$ cat src/rtl/alac_pkg.sv
// Shared types, constants and saturating arithmetic for the affine-gap
// local alignment cell. No dependencies.
package alac_pkg;

    localparam int ALPHABET_SIZE   = 32;
    localparam int SCORE_WIDTH     = 16;
    localparam int RESIDUE_WIDTH   = $clog2(ALPHABET_SIZE);
    localparam int TABLE_DEPTH     = ALPHABET_SIZE * ALPHABET_SIZE;
    localparam int TABLE_ADDR_W    = 2 * RESIDUE_WIDTH;
    localparam int CFG_INDEX_WIDTH = 1;

    localparam logic [CFG_INDEX_WIDTH-1:0] REG_GAP_OPEN   = 1'd0;
    localparam logic [CFG_INDEX_WIDTH-1:0] REG_GAP_EXTEND = 1'd1;

    typedef enum logic {
        FUNC_COMPUTE = 1'b0,
        FUNC_LOAD    = 1'b1
    } func_t;

    typedef enum logic [1:0] {
        DIR_DIAG = 2'd0,
        DIR_UP   = 2'd1,
        DIR_LEFT = 2'd2,
        DIR_END  = 2'd3
    } dir_t;

    typedef logic signed [SCORE_WIDTH-1:0] score_t;

    typedef struct packed {
        func_t                    func;
        logic [RESIDUE_WIDTH-1:0] query_residue;
        logic [RESIDUE_WIDTH-1:0] reference_residue;
        score_t                   up_main;
        score_t                   up_delete;
        score_t                   left_main;
        score_t                   left_insert;
        score_t                   diag_main;
        score_t                   table_value;
    } in_t;

    typedef struct packed {
        logic [SCORE_WIDTH-2:0] main_score;
        score_t                 insert_score;
        score_t                 delete_score;
        dir_t                   direction;
        logic                   insert_extended;
        logic                   delete_extended;
    } out_t;

    localparam score_t SCORE_MAX = {1'b0, {(SCORE_WIDTH-1){1'b1}}};
    localparam score_t SCORE_MIN = {1'b1, {(SCORE_WIDTH-1){1'b0}}};

    function automatic score_t sat_add(input score_t a, input score_t b);
        logic signed [SCORE_WIDTH:0] sum;
        sum = {a[SCORE_WIDTH-1], a} + {b[SCORE_WIDTH-1], b};
        if (sum[SCORE_WIDTH] != sum[SCORE_WIDTH-1]) begin
            return sum[SCORE_WIDTH] ? SCORE_MIN : SCORE_MAX;
        end
        return sum[SCORE_WIDTH-1:0];
    endfunction

endpackage

$ cat src/rtl/alac_score.sv
// Cell recurrence: insert/delete/match layers, floored max and traceback code.
// Pure combinational; uses alac_pkg.
module alac_score (
    input  alac_pkg::in_t    item,
    input  alac_pkg::score_t gap_open,
    input  alac_pkg::score_t gap_extend,
    input  alac_pkg::score_t table_entry,
    output alac_pkg::out_t   result
);

    alac_pkg::score_t ins_open, ins_ext, del_open, del_ext;
    alac_pkg::score_t ins, del, match, best_id, best_all, best;
    logic ins_from_open, del_from_open;

    always_comb begin
        ins_open = alac_pkg::sat_add(item.left_main, gap_open);
        ins_ext  = alac_pkg::sat_add(item.left_insert, gap_extend);
        del_open = alac_pkg::sat_add(item.up_main, gap_open);
        del_ext  = alac_pkg::sat_add(item.up_delete, gap_extend);
        match    = alac_pkg::sat_add(table_entry, item.diag_main);

        // extend wins ties
        ins_from_open = ins_open > ins_ext;
        del_from_open = del_open > del_ext;
        ins = ins_from_open ? ins_open : ins_ext;
        del = del_from_open ? del_open : del_ext;

        best_id  = (ins > del) ? ins : del;
        best_all = (best_id > match) ? best_id : match;
        best     = best_all[alac_pkg::SCORE_WIDTH-1] ? '0 : best_all;

        result.main_score      = best[alac_pkg::SCORE_WIDTH-2:0];
        result.insert_score    = ins;
        result.delete_score    = del;
        result.insert_extended = !ins_from_open;
        result.delete_extended = !del_from_open;
        if (best == ins) begin
            result.direction = alac_pkg::DIR_LEFT;
        end else if (best == del) begin
            result.direction = alac_pkg::DIR_UP;
        end else if (best == match) begin
            result.direction = alac_pkg::DIR_DIAG;
        end else begin
            result.direction = alac_pkg::DIR_END;
        end
    end

endmodule

$ cat config.mk
export PLATFORM = sky130hd
export DESIGN_NAME = alac_score
export DESIGN_NICKNAME = d
export VERILOG_FILES = /design/src/rtl/alac_pkg.sv /design/src/rtl/alac_score.sv
export SDC_FILE = /design/constraint.sdc
export NUM_CORES = 1
export LEC_CHECK = 0
export ABC_AREA = 1
export BUFFER_PORTS_ARGS = -buffer_cell sky130_fd_sc_hd__buf_2
export CAP_MARGIN = 20
export CORE_ASPECT_RATIO = 1.25
export CORE_MARGIN = 10
export CORE_UTILIZATION = 25
export DETAILED_ROUTE_END_ITERATION = 10
export PLACE_DENSITY = 0.44
export SETUP_SLACK_MARGIN = 0.05
export SLEW_MARGIN = 20
export SYNTH_ARGS = -nofsm -noshare
export SYNTH_HDL_FRONTEND = slang
export SYNTH_SLANG_ARGS = --single-unit
export TNS_END_PERCENT = 30
$ cat constraint.sdc
create_clock -name vclk -period 28.4
set_input_delay 8.52 -clock vclk [all_inputs]
set_output_delay 8.52 -clock vclk [all_outputs]
set_load 0.1 [all_outputs]
# Word level (Yosys, flattened, before mapping)
# Index checks and enable logic that the tools add are counted.
totals:
  input_bits: 155
  reg_bits: 0
  wordCells: 47
classes:
  n_eq_ne: 8
  order_cmp: 4
  n_reduce_logical: 2
  addsub: 5
  mux: 28
ops:
  columns: ["operator", "count"]
  rows:
  - ["$mux W16", 19]
  - ["$add A16 B16 Y17", 5]
  - ["$gt A16 B16 Y1", 4]
  - ["$eq A16 B16 Y1", 3]
  - ["$mux W15", 1]
  - ["$mux W2", 3]
  - ["$mux W1", 5]
  - ["$ne A1 B1 Y1", 5]
  - ["$logic_not A1 Y1", 2]

# Depth between registers and ports, before layout
# Gate-level depths: netlist of the first run.
depth:
  depth_word: 15
  depth_mapped: 74

# Worst setup path before layout of the first run
# No wires, ideal clock.
synth_timing:
  path_type: "input port to output port"
  start: "in item[32] (netlist bit)"
  end: "out result[2] (netlist bit)"
  arrival_ns: 18.058
  setup_slack_ns: 1.822
  required_time_ns: 19.880
  stages: 58
  n_path_buf: 4
  path_cell_list: "ha_1 > fa_1 > nand2_1 > nand3_1 > nand3_1 > nand2_2 > nand2_1 > nand3_1 > and2_1 > ha_1 > clkbuf_1 > clkinv_1 > nand3_1 > nand2_1 > ha_1 > a21oi_1 > nand2_1 > a21oi_1 > (+22 left out) > nand2_1 > o211ai_1 > nand2_1 > nand2_1 > nand2_1 > nand3_2 > inv_1 > nand3_2 > nand2_2 > buf_6 > nand2_1 > inv_2 > nand2_1 > nand3_1 > nor2_1 > nand2_1 > nor2_2 > a21oi_1"
synth_lines:
  columns: ["item", "line", "source"]
  rows:
  - ["start, declared", "alac_score.sv:4", "input alac_pkg::in_t item,"]
  - ["end, declared", "alac_score.sv:8", "output alac_pkg::out_t result"]

==> results of run 1 <==
metrics by stage:
| step | hold WS [ps] | cells | setup WS, ps |
|---|---|---|---|
| 2_1_floorplan | 17880 | 1663 | 1820 |
| 3_3_place_gp | 18140 | 2290 | 1230 |
| 3_5_place_dp | 18140 | 2290 | 1130 |
| 4_1_cts | 18150 | 2290 | 1100 |
| 5_1_grt | 18240 | 2290 | 235 |
| 6_report | 18170 | 2290 | 1230 |
final cells by class:
| cell class | count | area [µm²] | share of cell area, % |
|---|---|---|---|
| multi-input combinational | 1361 | 7590 | 74.7 |
| tap | 468 | 586 | 5.76 |
| timing repair buffer | 183 | 938 | 9.23 |
| inverter | 278 | 1050 | 10.3 |
cells by family after synthesis:
kind of cell / share of synthesized area, %
buffers and inverters: 14.0
adder cells (fa/ha/maj): 23.0
AND/OR/NAND/NOR: 49.3
XOR/XNOR: 1.87
AO/OA/AOI/OAI: 11.9
worst paths after layout:
path,start,to,slack [ps]
worst max-delay path,gap_open[2],result[2],1230
worst min-delay path,table_entry[10],result[46],18170
synthesized netlist by cell type (2+ instances only):
| cell type | n |
|---|---|
| nand2_1 | 595 |
| inv_1 | 257 |
| nand3_1 | 181 |
| ha_1 | 154 |
| a21oi_1 | 108 |
| nor2_1 | 97 |
| nand2_2 | 53 |
| o21ai_0 | 49 |
| nand4_1 | 18 |
| inv_2 | 15 |
| and2_1 | 13 |
| xor2_1 | 11 |
| o21bai_1 | 10 |
| buf_6 | 9 |
| nand3_2 | 8 |
| o21a_1 | 8 |
| a21o_1 | 7 |
| buf_2 | 6 |
| nor3_2 | 6 |
| or2_2 | 6 |
| xnor2_1 | 6 |
| clkinv_1 | 5 |
| fa_1 | 5 |
| clkbuf_1 | 4 |
| o21ai_1 | 4 |
| buf_4 | 3 |
| nand3_4 | 3 |
| nand3b_1 | 3 |
| a21oi_2 | 2 |
| nand2_4 | 2 |
| nor2_2 | 2 |
| nor3_1 | 2 |
| o21ai_2 | 2 |
critical path: cells and delay by family:
kind            cells  cell delay (ps)
compound gates      8             1240
xor+xnor            1              260
fa+ha+maj           5             1800
buf+inv             8             1740
simple gates       35             5050
per-layer routing:
metal  routed length (µm)  part of all wire, %  up-vias  track usage (%)
met2                16200                   48      206             27.5
li1                     -                    -     5627                -
met1                15800                   47     4487             18.8
met4                  678                  2.0        0             2.78
met3                 1080                  3.2       30             1.29
met5                    0                    0        -                0
==> run_results.csv, run 1 <==
group,metric,value,unit
sta,tns,0,ps
sta,fin_crit_sh,95.7,%
global_route,grt_pass1_vias,10398,
floorplanning,die_w,188,µm
finish,fin_area,10200,µm²
sta,period_needed,27170,ps
min_path,whs_path_depth,9,
run_status,outcome,"complete, no violations",
route,vias,10350,
floorplanning,die_y,230,µm
clocking,postCtsHoldBufs,0,
placed_design,placed_area,10200,µm²
finish,syn_to_final_growth,15.1,%
yosys,netlist_area,8830,µm²
yosys,syn_inst,1663,
floorplanning,dieArea,43300,µm²
critical_path,critPathCaptureType,"output pin",
yosys,synth_area_leader_cell,"nand2_1",
critical_path,crit_path_top_delay_cell,"buf_2",
sta,tightest_slew,548,ps
finish,drive_gt1_share,15.7,%
sta,hold_violations,0,
finish,fin_util,29.3,%
global_route,grt_usage,15.0,%
sta,setup_viol,0,
sta,drv_slew,0,
floorplanning,start_util,25.4,%
finish,ff_latch_area,0,µm²
route,detailedRoute.firstIterationViolations,571,
sta,slew_headroom,63.4,%
clocking,cts_setup_buffers,0,
route,wl_per_cell,14.7,µm
flow_run,maxCapViolations,0,
finish,final_common_cell,"nand2_1",
route,firstDrtPassIters,8,
global_route,grt_antenna_before_repair,0,
finish,final_cell_mix,"595 x nand2_1, 257 x inv_1, 181 x nand3_1, 179 x buf_2, 154 x ha_1",
yosys,syn_area_per_cell,5.31,µm²
global_route,grt_max_degree,45,
yosys,synthTopCellsByArea,"nand2_1 25%, ha_1 22%, inv_1 11%",
critical_path,startpoint_type,"primary input",
yosys,yosysUniqueCellTypes,42,
finish,fin_nets,2138,
global_route,grt-ovfl-total,0,
critical_path,required,19880,ps
global_route,grt_pass1_wl,54.0,mm
finish,n_fill_cell,4069,
route,antenna_left,0,
placed_design,gp_congestion,0.914,
critical_path,critPathArrivalTime,18650,ps
yosys,yosys_warnings,0,
floorplanning,core,34700,µm²
yosys,yosys.area.top_type_share,25.3,%
critical_path,setup.worst_path.class,"in -> out",
sta,fmax,36.8,MHz
floorplanning,rows,76,
placed_design,port_buffers,179,
clocking,cts_resized,0,
finish,nClkBuffers,0,
yosys,yosysSeqAreaShare,0,%
route,wl,33.8,mm
route,via_per_inst,4.52,
critical_path,cpMostUsedCell,"nand2_1",
sta,rsz0062_at_grt,"no",
critical_path,slowest_delay,460,ps
yosys,synth_nets,1977,
placed_design,hpwl,30.9,mm
finish,antenna_cells,0,
finish,nFlopsAndLatches,0,
floorplanning,io-pin-count,206,
route,drc_errors,0,
min_path,hold_path_class,"in -> out",
critical_path,critPathMaxFanout,44,
Power of run 1 is left out: the tool's default activity adds up to more than one toggle a clock period on the data nets, which glitch-free logic cannot reach.
==> inputs of run 2 (changes only) <==
--- a/config.mk
+++ b/config.mk
@@ -6,10 +6,9 @@
 export NUM_CORES = 1
 export LEC_CHECK = 0
 export ABC_AREA = 1
-export BUFFER_PORTS_ARGS = -buffer_cell sky130_fd_sc_hd__buf_2
+export BUFFER_PORTS_ARGS = -buffer_cell sky130_fd_sc_hd__buf_4
 export CAP_MARGIN = 20
 export CORE_ASPECT_RATIO = 1.25
-export CORE_MARGIN = 10
 export CORE_UTILIZATION = 25
 export DETAILED_ROUTE_END_ITERATION = 10
 export PLACE_DENSITY = 0.44
==> run_results.csv, run 2 (synthesis gave the netlist of run 1 again) <==
group,metric,value,unit
run_status,outcome,"complete, no violations",
sta,setup_viol,0,
finish,drive_gt1_share,15.7,%
critical_path,cpMostUsedCell,"nand2_1",
sta,period_needed,27120,ps
route,detailedRoute.firstIterationViolations,458,
critical_path,critPathArrivalTime,18600,ps
critical_path,cp_top_family,"simple AND/OR/NAND/NOR gates",
min_path,hold_path_class,"in -> out",
clocking,postCtsHoldBufs,0,
floorplanning,die_y,212,µm
sta,whs,18000,ps
critical_path,critPathMaxFanout,41,
route,wl_per_cell,14.4,µm
placed_design,hpwl,30.1,mm
finish,ff_latch_area,0,µm²
global_route,grt_pass1_vias,10417,
finish,fin_nets,2139,
sta,fin_crit_sh,95.5,%
finish,final_cell_mix,"595 x nand2_1, 257 x inv_1, 183 x buf_4, 181 x nand3_1, 154 x ha_1",
global_route,grt_pass1_wl,52.6,mm
global_route,grt_max_degree,42,
route,firstDrtPassIters,5,
route,vias,10506,
critical_path,critPathCaptureType,"output pin",
finish,nFlopsAndLatches,0,
route,wl,33.0,mm
global_route,gr-usage-met1,22.4,%
floorplanning,io-pin-count,206,
finish,final_common_cell,"nand2_1",
floorplanning,dieArea,36100,µm²
route,antenna_left,0,
critical_path,crit_path_top_delay_cell,"nor2_2",
critical_path,required,19880,ps
finish,antenna_cells,0,
global_route,grt_usage,18.3,%
sta,tightest_slew,587,ps
flow_run,maxCapViolations,0,
sta,hold_violations,0,
floorplanning,rows,76,
sta,drv_slew,0,
global_route,grt_antenna_before_repair,0,
critical_path,slowest_delay,460,ps
global_route,grtUsageMet2,34.8,%
clocking,cts_resized,0,
route,drc_errors,0,
floorplanning,die_w,170,µm
global_route,use_met3,0.670,%
floorplanning,start_util,25.5,%
sta,tns,0,ps
global_route,gr-max-usage-layer,"met2",
clocking,cts_setup_buffers,0,
global_route,grt-ovfl-total,0,
sta,slew_headroom,60.8,%
finish,nClkBuffers,0,
placed_design,gp_congestion,0.881,
critical_path,startpoint_type,"primary input",
sta,fmax,36.9,MHz
finish,syn_to_final_growth,20.3,%
floorplanning,core,34600,µm²
critical_path,crit_buf_inv,10,
placed_design,port_buffers,179,
route,via_per_inst,4.59,
critical_path,setup.worst_path.class,"in -> out",
sta,rsz0062_at_grt,"no",
[run 2: stage by stage]
stage | cell area (µm²) | worst slack, ps | instances | util [%]
floorplan | 8830 | 1820 | 1663 | -
global placement | 10600 | 1350 | 2291 | 30.7
detailed placement | 10600 | 1200 | 2291 | 30.7
CTS | 10600 | 1180 | 2291 | 30.7
global route | 10600 | 246 | 2291 | 30.7
finish | 10600 | 1280 | 2291 | 30.7
[run 2: final cells by class]
cell class | instances | area [µm²]
Inverter | 278 | 1050
Timing Repair Buffer | 184 | 1390
Fill cell | 4026 | 24000
Tap cell | 468 | 586
Multi-Input combinational cell | 1361 | 7590
[run 2: worst paths after layout]
path / start / end / depth (start not counted)
setup / recovery: gap_open[2] / result[2] / 60
hold / removal: gap_open[0] / result[4] / 7
[run 2: routing by layer]
layer	vias up	routed length, µm
met5	-	0
met4	0	782
met3	44	1200
met2	230	16100
met1	4588	14900
li1	5644	-
Power of run 2 is left out for the same reason.
